**config.mk**
```make
export PLATFORM = sky130hd
export DESIGN_NAME = trigger_object_delta_r_match
export DESIGN_NICKNAME = d
export VERILOG_FILES = /design/src/rtl/todrm_pkg.sv /design/src/rtl/trigger_object_delta_r_match.sv
export SDC_FILE = /design/constraint.sdc
export NUM_CORES = 1
export LEC_CHECK = 0
export BUFFER_PORTS_ARGS = -buffer_cell sky130_fd_sc_hd__buf_2
export CORE_ASPECT_RATIO = 1.5
export CORE_UTILIZATION = 66
export CTS_CLUSTER_DIAMETER = 60
export DETAILED_ROUTE_END_ITERATION = 12
export HOLD_SLACK_MARGIN = 0.03
export PLACE_DENSITY = 0.95
export SYNTH_ARGS = -nofsm -noshare
export SYNTH_HDL_FRONTEND = slang
export SYNTH_SLANG_ARGS = --single-unit
```
**constraint.sdc**
```tcl
create_clock -name clock -period 30.7 [get_ports clock]
set_input_delay 3.07 -clock clock [delete_from_list [all_inputs] [get_ports clock]]
set_output_delay 3.07 -clock clock [all_outputs]
set_load 0.02 [all_outputs]
```
**src/rtl/todrm_pkg.sv**
```systemverilog
// Shared types and constants for the trigger object delta R match block.
// Depends on nothing; the top level takes its names by package scope.
`timescale 1ns / 1ps

package todrm_pkg;

   // Coordinate fixed point: signed, COORD_FRAC_BITS fraction bits.
   localparam int COORD_FRAC_BITS = 8;

   localparam int ETA_W = 12;
   localparam int PHI_W = 11;

   // pi * 2^32 rounded, brought to the coordinate scale with round half up.
   localparam longint unsigned PI_SCALED_32 = 64'd13493037705;
   localparam int PI_SHIFT = 32 - COORD_FRAC_BITS;
   localparam int PI_Q = int'((PI_SCALED_32 + (64'd1 << (PI_SHIFT - 1))) >> PI_SHIFT);
   localparam int TWO_PI_Q = 2 * PI_Q;

   // Difference widths: one bit more than the operands.
   localparam int DETA_W = ETA_W + 1;
   localparam int DPHI_W = PHI_W + 1;

   // Squares and their sum, all non-negative.
   localparam int DETA_SQ_W = 2 * DETA_W - 2;
   localparam int DPHI_SQ_W = 2 * DPHI_W - 2;
   localparam int SUM_W = DETA_SQ_W + 1;

   // Both sides of the compare are scaled to units of 2^-24.
   localparam int LHS_SHIFT = 24 - 2 * COORD_FRAC_BITS;
   localparam int RADIUS_W = 16;
   localparam int RHS_SHIFT = 24 - RADIUS_W;
   localparam int CMP_W = SUM_W + LHS_SHIFT;

   // Configuration port.
   localparam int CSR_ADDR_W = 3;
   localparam int CSR_DATA_W = 32;
   localparam int CSR_INDEX_LSB = 2;

   typedef enum logic [0:0] {
      REG_MATCH_RADIUS_SQ = 1'b0,
      REG_UNUSED          = 1'b1
   } reg_index_type;

   localparam logic [RADIUS_W-1:0] MATCH_RADIUS_SQ_RESET = 16'd5898;

   // One input transfer as held in the input register.
   typedef struct packed {
      logic signed [ETA_W-1:0] muon_eta;
      logic signed [PHI_W-1:0] muon_phi;
      logic signed [ETA_W-1:0] object_eta;
      logic signed [PHI_W-1:0] object_phi;
      logic                    object_valid;
      logic                    last_object;
   } item_type;

endpackage

```
**src/rtl/trigger_object_delta_r_match.sv**
```systemverilog
// Top level of the trigger object delta R match block: input register,
// distance test, sticky match flag and result register. Uses todrm_pkg.
`timescale 1ns / 1ps

// Takes one transfer per clock: the muon (eta, phi) and one trigger object,
// with object_valid and last_object. Each valid object is tested for
// deta^2 + dphi^2 < match_radius_squared, phi wrapped once into (-pi, pi];
// a sticky flag collects any match of the list, and the item marked last
// produces one result transfer carrying the flag (including its own match)
// and clears it. An empty list is one invalid last item and yields 0.
// From input transfer to result, an item passes the input register, then the
// distance test (two small squarers, one add, one compare) and the result
// register. Sustained rate is one item per clock; a waiting result holds the
// input register only when the next item there is also a last item. The radius
// register sits at byte address 0 of the APB port (reset 5898, i.e. 0.09 in
// units of 1/65536); write it only while no list is in flight.
module trigger_object_delta_r_match (
   input  logic                                     clock,
   input  logic                                     reset,

   input  logic                                     req_valid,
   output logic                                     req_stall,
   input  logic signed [todrm_pkg::ETA_W-1:0]       req_muon_eta,
   input  logic signed [todrm_pkg::PHI_W-1:0]       req_muon_phi,
   input  logic signed [todrm_pkg::ETA_W-1:0]       req_object_eta,
   input  logic signed [todrm_pkg::PHI_W-1:0]       req_object_phi,
   input  logic                                     req_object_valid,
   input  logic                                     req_last_object,

   output logic                                     rsp_valid,
   input  logic                                     rsp_stall,
   output logic                                     rsp_matched,

   input  logic                                     csr_psel,
   input  logic                                     csr_penable,
   input  logic                                     csr_pwrite,
   input  logic [todrm_pkg::CSR_ADDR_W-1:0]         csr_paddr,
   input  logic [todrm_pkg::CSR_DATA_W-1:0]         csr_pwdata,
   output logic [todrm_pkg::CSR_DATA_W-1:0]         csr_prdata,
   output logic                                     csr_pready
);

   // Configuration register.
   logic [todrm_pkg::RADIUS_W-1:0] radius_sq_ff;
   logic [todrm_pkg::RADIUS_W-1:0] radius_sq_in;
   todrm_pkg::reg_index_type       csr_index;
   logic                           csr_write;

   // Input register.
   todrm_pkg::item_type item_ff;
   todrm_pkg::item_type item_in;
   logic                item_valid_ff;
   logic                item_valid_in;

   // Sticky flag and result register.
   logic match_seen_ff;
   logic match_seen_in;
   logic rsp_valid_ff;
   logic rsp_valid_in;
   logic rsp_matched_ff;
   logic rsp_matched_in;

   // Handshake terms.
   logic req_take;
   logic rsp_take;
   logic item_advance;
   logic item_emits;

   // Distance test.
   logic signed [todrm_pkg::DETA_W-1:0]     deta;
   logic signed [todrm_pkg::DPHI_W-1:0]     dphi_raw;
   logic signed [todrm_pkg::DPHI_W-1:0]     dphi;
   logic signed [2*todrm_pkg::DETA_W-1:0]   deta_sq_full;
   logic signed [2*todrm_pkg::DPHI_W-1:0]   dphi_sq_full;
   logic [todrm_pkg::SUM_W-1:0]             dist_sq;
   logic [todrm_pkg::CMP_W-1:0]             lhs;
   logic [todrm_pkg::CMP_W-1:0]             rhs;
   logic                                    hit;

   localparam logic signed [todrm_pkg::DPHI_W-1:0] PI_D =
      todrm_pkg::DPHI_W'(todrm_pkg::PI_Q);
   localparam logic signed [todrm_pkg::DPHI_W-1:0] TWO_PI_D =
      todrm_pkg::DPHI_W'(todrm_pkg::TWO_PI_Q);

   // ---------------------------------------------------------------------
   // APB port: always ready, write on the access phase.
   // ---------------------------------------------------------------------
   assign csr_pready = 1'b1;
   assign csr_index  = todrm_pkg::reg_index_type'(csr_paddr[todrm_pkg::CSR_INDEX_LSB]);
   assign csr_write  = csr_psel && csr_penable && csr_pwrite && csr_pready;

   always_comb begin
      radius_sq_in = radius_sq_ff;
      if (csr_write && csr_index == todrm_pkg::REG_MATCH_RADIUS_SQ) begin
         radius_sq_in = csr_pwdata[todrm_pkg::RADIUS_W-1:0];
      end
   end

   always_comb begin
      case (csr_index)
         todrm_pkg::REG_MATCH_RADIUS_SQ: begin
            csr_prdata = todrm_pkg::CSR_DATA_W'(radius_sq_ff);
         end
         default: begin
            csr_prdata = '0;
         end
      endcase
   end

   // ---------------------------------------------------------------------
   // Flow control. Non-last items always leave the input register; a last
   // item leaves only when the result register is free or being drained.
   // ---------------------------------------------------------------------
   assign rsp_take     = rsp_valid_ff && !rsp_stall;
   assign item_emits   = item_valid_ff && item_ff.last_object;
   assign item_advance = !item_ff.last_object || !rsp_valid_ff || !rsp_stall;
   assign req_stall    = item_valid_ff && !item_advance;
   assign req_take     = req_valid && !req_stall;

   // ---------------------------------------------------------------------
   // Distance test on the held item.
   // ---------------------------------------------------------------------
   assign deta     = {item_ff.muon_eta[todrm_pkg::ETA_W-1], item_ff.muon_eta}
                   - {item_ff.object_eta[todrm_pkg::ETA_W-1], item_ff.object_eta};
   assign dphi_raw = {item_ff.muon_phi[todrm_pkg::PHI_W-1], item_ff.muon_phi}
                   - {item_ff.object_phi[todrm_pkg::PHI_W-1], item_ff.object_phi};

   // Wrap once into (-pi, pi]; out-of-range inputs may stay outside.
   always_comb begin
      if (dphi_raw > PI_D) begin
         dphi = dphi_raw - TWO_PI_D;
      end else if (dphi_raw <= -PI_D) begin
         dphi = dphi_raw + TWO_PI_D;
      end else begin
         dphi = dphi_raw;
      end
   end

   assign deta_sq_full = deta * deta;
   assign dphi_sq_full = dphi * dphi;
   assign dist_sq = todrm_pkg::SUM_W'(deta_sq_full[todrm_pkg::DETA_SQ_W-1:0])
                  + todrm_pkg::SUM_W'(dphi_sq_full[todrm_pkg::DPHI_SQ_W-1:0]);

   // Compare in units of 2^-24, strictly less than.
   assign lhs = todrm_pkg::CMP_W'(dist_sq) << todrm_pkg::LHS_SHIFT;
   assign rhs = todrm_pkg::CMP_W'(radius_sq_ff) << todrm_pkg::RHS_SHIFT;
   assign hit = item_ff.object_valid && (lhs < rhs);

   // ---------------------------------------------------------------------
   // Next state.
   // ---------------------------------------------------------------------
   always_comb begin
      // Input register: load on transfer, drop once the held item leaves.
      item_in       = item_ff;
      item_valid_in = item_valid_ff;
      if (item_valid_ff && item_advance) begin
         item_valid_in = 1'b0;
      end
      if (req_take) begin
         item_valid_in = 1'b1;
         item_in.muon_eta     = req_muon_eta;
         item_in.muon_phi     = req_muon_phi;
         item_in.object_eta   = req_object_eta;
         item_in.object_phi   = req_object_phi;
         item_in.object_valid = req_object_valid;
         item_in.last_object  = req_last_object;
      end

      // Sticky flag: collect hits, clear when the last item leaves.
      match_seen_in = match_seen_ff;
      if (item_valid_ff && item_advance) begin
         if (item_ff.last_object) begin
            match_seen_in = 1'b0;
         end else if (hit) begin
            match_seen_in = 1'b1;
         end
      end

      // Result register: drain on transfer, load when a last item leaves.
      rsp_valid_in   = rsp_valid_ff;
      rsp_matched_in = rsp_matched_ff;
      if (rsp_take) begin
         rsp_valid_in = 1'b0;
      end
      if (item_emits && item_advance) begin
         rsp_valid_in   = 1'b1;
         rsp_matched_in = match_seen_ff || hit;
      end
   end

   // ---------------------------------------------------------------------
   // Registers.
   // ---------------------------------------------------------------------
   always_ff @(posedge clock) begin
      if (reset) begin
         radius_sq_ff  <= todrm_pkg::MATCH_RADIUS_SQ_RESET;
         item_valid_ff <= 1'b0;
         match_seen_ff <= 1'b0;
         rsp_valid_ff  <= 1'b0;
      end else begin
         radius_sq_ff  <= radius_sq_in;
         item_valid_ff <= item_valid_in;
         match_seen_ff <= match_seen_in;
         rsp_valid_ff  <= rsp_valid_in;
      end
   end

   // Payload registers need no reset.
   always_ff @(posedge clock) begin
      item_ff        <= item_in;
      rsp_matched_ff <= rsp_matched_in;
   end

   assign rsp_valid   = rsp_valid_ff;
   assign rsp_matched = rsp_matched_ff;

endmodule

```
==> results of run 1 <==
-- critical path: cells and delay by family (launching register included) --
kind / cells / cell delay, ns
flip-flops: 1 / 0.36
XOR/XNOR: 2 / 1.17
AO/OA/AOI/OAI: 15 / 4.82
buffers and inverters: 7 / 0.86
adder cells (fa/ha/maj): 9 / 3.92
AND/OR/NAND/NOR: 9 / 1.90
-- through the flow --
stage,hold WS [ns],util
after floorplan,0.436,-
after global placement,0.443,0.708
after detailed placement,0.448,0.708
after CTS,0.456,0.722
after global routing,0.482,0.722
final,0.455,0.722
-- worst paths after layout --
kind | start | to | slack [ns]
worst max-delay path | item_ff[25] | match_seen_ff | 17.50
worst min-delay path | radius_sq_ff[6] | radius_sq_ff[6] | 0.45
worst max register to register | item_ff[25] | match_seen_ff | 17.50
worst min register to register | radius_sq_ff[6] | radius_sq_ff[6] | 0.45
-- routing by layer --
layer  vias to the layer above  part of all wire  GRT usage
met3                       325             0.082     0.0690
li1                       5186                 -          -
met4                         0             0.094      0.300
met2                       835              0.52      0.654
met1                      5788              0.30      0.373
met5                         -                 0          0
-- layout make-up --
class                           instances  area share
Clock buffer                           10      0.0146
Sequential cell                        68       0.118
Multi-Input combinational cell       1137       0.718
Timing Repair Buffer                  103      0.0350
Tap cell                              272      0.0217
Inverter                              372      0.0891
Clock inverter                          6     0.00351
-- cell families (layout without fill, tap and decap cells) --
logic type,Yosys count,count (layout),share of synthesized area
flops,68,68,0.127
buf+inv,410,491,0.110
simple gates,391,391,0.116
xor+xnor,93,93,0.0566
mux,4,4,0.00282
fa+ha+maj,426,426,0.492
compound gates,205,205,0.0961
other cells,2,18,0.000513
-- registers in the layout, indices dropped and copies added, names as in the netlist --
| register | flops |
|---|---|
| match_seen_ff | 1 |
| rsp_matched | 1 |
| rsp_valid | 1 |
| item_valid_ff | 1 |
| radius_sq_ff | 16 |
| item_ff | 48 |
-- layout by cell type (no fill, tap or decap), types with 17 or more instances in the layout --
master / n
a21o_1: 17
a21oi_1: 66
buf_2: 90
conb_1: 18
dfxtp_1: 19
edfxtp_1: 49
fa_1: 248
ha_1: 178
inv_1: 365
nand2_1: 112
nand3_1: 18
nor2_1: 182
nor2b_1: 18
o21ai_0: 32
xnor2_1: 73
xor2_1: 18
==> impl_results.md, run 1 <==
- Final count of hold timing violations: 0
- Initial antenna violation count: 0
- Clock tree sinks: 68
- Netlist cell types: 75
- # IOs: 126
- Worst path slowest cell: o41ai_4
- Global-route usage over all layers: 0.370
- Root buf cell: clkbuf_16
- WP data required: approximately 31 ns
- Slew Limit Fails: 0
- Clk slew on worst S/H paths: approximately 0.06 ns
- Status: finished, final reports clean
- Die Span Y: 184 um
- Setup bufs post-CTS: 0
- Crit-path max cell delay: 0.74 ns
- Hold_buf cts: 0
- Filler Cell Count: 1356
- WL final: 39.3 mm
- Port bufs: 90
- First-pass GRT wire length: 64.0 mm
- CTS H-tree depth: 3
- Multi-input gate area: 0.0113 mm2
- DRT iter0 DRCs: 1114
- Worst-margin pin slew: around 1.4 ns
- CTS tree: built
- Placed Cells: 1952
- Fmax: roughly 76 MHz
- Worst Setup Start Kind: flop
- Drt wl/cell: 20.0 um
- Relative slew slack: 0.0780
- Layout area overhead: 7.11%
- Reg2Reg Depth: 42
- Crit Path Category: reg2reg
- Setup violations, final: 0
- Synth top area share: 0.339
- Layout cells sized above 1: 0.0820
- Area after DPL: 0.0154 mm2
- Vias in the first global route: between 10000 and 15000
- Post_cts resized: 0
- RSZ-0062 raised after global routing: false
- Yosys warns: 0
- GPL Wtd Cong: roughly 0.94
- Drt drc: 0
- DP Worst Slack: 18.01 ns
- Total congestion overflow: 0
- Setup ws final: 17.50 ns
- DR pass1 iterations: 7
- Nets@finish: roughly 2200
- Die area: 0.0228 mm2
- Main synth FF type: edfxtp_1
- Cells taking the most area after synthesis: fa_1, ha_1, edfxtp_1
- Cell area after synthesis: 0.0146 mm2
- Pin count of the biggest net entering global routing: 49
- Clock latency on the worst-skew pair: roughly 0.34 ns
- Seq/Total Area, Yosys: 0.127
- Setup_tns: 0 ns
- Die Wd: 124 um
- Hold depth: 2
- CORE AREA: 0.0217 mm2
- Non-filler cells, final: 1968
- N_diodes: 0
- Clock buffer depth: 2
- Tcrit/Tclk final: 0.430
- Crit-path most repeated cell: inv_1
- Tmin final: 13.20 ns
- Register area: 0.00185 mm2
- Rows: 66
- Yosys top cell by area: fa_1
- Detail Placement HPWL: 31.8 mm
- Asr flop ratio synth: 0
- Number of flops mapped to enable cells by yosys: 49
- Worst Clk Skew: 0.00458 ns
- Top-count cell post-synth: inv_1
- DR vias/cell: 6.17
- Post-synth top cells: inv_1, fa_1, nor2_1, ha_1, nand2_1
- Detail Route Antenna Nets: 0
- Crit Path Max Fanout: 11
- Syn_area_per_cell: 9.15 um2
- DR vias: between 10000 and 15000
- Initial core utilization: 0.674
- Synth Register Bits: 68
- Hold Path Class: reg2reg
- Final design area excluding fillers: 0.0157 mm2
- Gate Count Post-Synth: 1599
- Crit path arrival time: 13.41 ns
- CTS buffer count: 9
- Max-cap violations: 0
- Worst setup EP type: flop
Power of run 1 is not shown: default switching activity piles up to over one toggle a cycle in this logic, so the estimate is an artifact.
==> inputs of run 2 (changes only) <==
--- a/config.mk
+++ b/config.mk
@@ -5,13 +5,14 @@
 export SDC_FILE = /design/constraint.sdc
 export NUM_CORES = 1
 export LEC_CHECK = 0
+export ABC_AREA = 1
 export BUFFER_PORTS_ARGS = -buffer_cell sky130_fd_sc_hd__buf_2
 export CORE_ASPECT_RATIO = 1.5
-export CORE_UTILIZATION = 66
+export CORE_UTILIZATION = 57
 export CTS_CLUSTER_DIAMETER = 60
 export DETAILED_ROUTE_END_ITERATION = 12
 export HOLD_SLACK_MARGIN = 0.03
-export PLACE_DENSITY = 0.95
+export PLACE_DENSITY = 0.88
 export SYNTH_ARGS = -nofsm -noshare
 export SYNTH_HDL_FRONTEND = slang
 export SYNTH_SLANG_ARGS = --single-unit
==> constraint.sdc (replaced) <==
create_clock -name clock -period 10.82 [get_ports clock]
set_input_delay 1.082 -clock clock [delete_from_list [all_inputs] [get_ports clock]]
set_output_delay 1.082 -clock clock [all_outputs]
set_load 0.02 [all_outputs]
==> impl_results.md, run 2 <==
- Slew Limit Fails: 0
- Hold_ws: 0.515 ns
- Worst setup EP type: flop
- Root buf cell: clkbuf_16
- Final design area excluding fillers: 0.0166 mm2
- Die area: 0.0279 mm2
- DR pass1 iterations: 5
- WL final: approximately 36 mm
- Fmax: 100 MHz
- Cell area after synthesis: 0.0155 mm2
- Yosys warns: 0
- Tcrit/Tclk final: 0.920
- Gate Count Post-Synth: between 1500 and 2000
- Number of flops mapped to enable cells by yosys: 49
- Detail Placement HPWL: 30.6 mm
- Clock latency on the worst-skew pair: 0.35 ns
- Hold depth: 2
- Clock buffer depth: 2
- Crit path arrival time: 10.05 ns
- Layout area overhead: 6.89%
- Relative slew slack: 0.482
- Global-route usage over all layers: 0.279
- Vias in the first global route: ~14000
- Worst Clk Skew: 0.00779 ns
- Reg2Reg Depth: 52
- Worst path slowest cell: fa_1
- DRT iter0 DRCs: 649
- First-pass GRT wire length: 60.9 mm
- Drt wl/cell: 15.4 um
- Hold_buf cts: 0
- Post-synth top cells: inv_1, nand2_1, fa_1, nor2_1, ha_1
- WP data required: between 10 and 15 ns
- Seq/Total Area, Yosys: 0.119
- Crit-path most repeated cell: nand2_1
- Yosys top cell by area: fa_1
- Clock tree sinks: 68
- Initial antenna violation count: 2
- Filler Cell Count: 2122
- Total congestion overflow: 0
- GPL Wtd Cong: 0.913
- Setup violations, final: 0
- Commonest non-fill, non-tap cell in the layout: inv_1
- Tmin final: 9.95 ns
- Post_cts resized: 0
- Rows: 73
- CTS tree: built
- CTS buffer count: 9
- Die Wd: 137 um
- Number of flip-flops in the largest register: 48
- Initial core utilization: 0.583
- Clk slew on worst S/H paths: 0.06 ns
- Asr flop ratio synth: 0
- Top reg by flops: item_ff
- Top flop regs: item_ff (48), radius_sq_ff (16)
- CTS H-tree depth: 3
- Synth top area share: 0.319
- Crit-path max cell delay: 0.57 ns
- Worst Setup Start Kind: flop
- Cells taking the most area after synthesis: fa_1, ha_1, inv_1
- Syn_area_per_cell: 8.10 um2
- Die Span Y: slightly above 200 um
- Synth Register Bits: 68
- CORE AREA: between 0.02 and 0.03 mm2
- Status: finished, final reports clean
- Detail Route Antenna Nets: 0
- DR vias: 12700
- Drt drc: 0
- Nets@finish: 2516
- Pin count of the biggest net entering global routing: 27
- Most frequent cells in the layout: inv_1, nand2_1, fa_1
- Max-cap violations: 0
- Final count of hold timing violations: 0
- Hold Path Class: reg2reg
- Setup bufs post-CTS: 0
- Port bufs: 90
- # IOs: ~130
- Crit Path Category: reg2reg
- Main synth FF type: edfxtp_1
- Crit Path Max Fanout: 12
- Netlist cell types: slightly above 50
- Worst-margin pin slew: about 0.77 ns
- Top-count cell post-synth: inv_1
- Area after DPL: between 0.015 and 0.02 mm2
- Layout cells sized above 1: 0.0858
- Setup_tns: 0 ns
- RSZ-0062 raised after global routing: false
- DR vias/cell: 5.42
run 2: path summary, 6_finish.rpt:
kind / from / endpoint / slack (ns)
setup / recovery: item_ff[25] / rsp_matched / 0.87
hold / removal: match_seen_ff / match_seen_ff / 0.52
setup reg to reg: item_ff[25] / rsp_matched / 0.87
hold reg to reg: match_seen_ff / match_seen_ff / 0.52
run 2: cell type report:
cell class,count,area [um2],share of cell area
inverter,488,1830,0.110
sequential,68,1850,0.111
multi-input combinational,1339,11700,0.704
timing repair buffer,94,480,0.0289
clock inverter,7,98.8,0.00595
antenna,2,5.00,0.000301
tap,337,422,0.0254
clock buffer,9,225,0.0136
run 2: metal layers:
layer | wire [um] | share of wire | vias up | track usage
li1 | - | - | 5949 | -
met1 | 12700 | 0.35 | 6107 | 0.298
met2 | 19700 | 0.54 | 489 | 0.524
met3 | 1760 | 0.049 | 150 | 0.0285
met4 | 1990 | 0.055 | 0 | 0.159
met5 | 0 | 0 | - | 0
run 2: stage by stage:
step,instances,setup WS [ns],util
floorplan,1934,2.40,-
global placement,2326,1.23,0.611
detailed placement,2326,1.02,0.611
CTS,2342,0.976,0.623
global route,2344,0.105,0.623
finish,2344,0.868,0.623
run 2: worst max-delay path: cells and delay by family, from the launching register on:
kind	cells	cell delay [ns]
DFF	1	0.37
AOI/OAI and AO/OA	7	1.16
adders and majority gates	9	3.88
and+or+nand+nor	27	3.49
xor gates and xnor gates	1	0.14
buffers and inverters	8	0.67
run 2: kinds of logic (layout without fill, tap and decap cells):
group,Yosys count,count (layout),share of synthesized area
DFF,68,68,0.119
adders and majority gates,426,426,0.463
other,2,20,0.000483
and+or+nand+nor,649,649,0.178
buffers and inverters,527,598,0.133
AOI/OAI and AO/OA,170,170,0.0628
xor gates and xnor gates,76,76,0.0440
Power of run 2 is left out for the same reason.
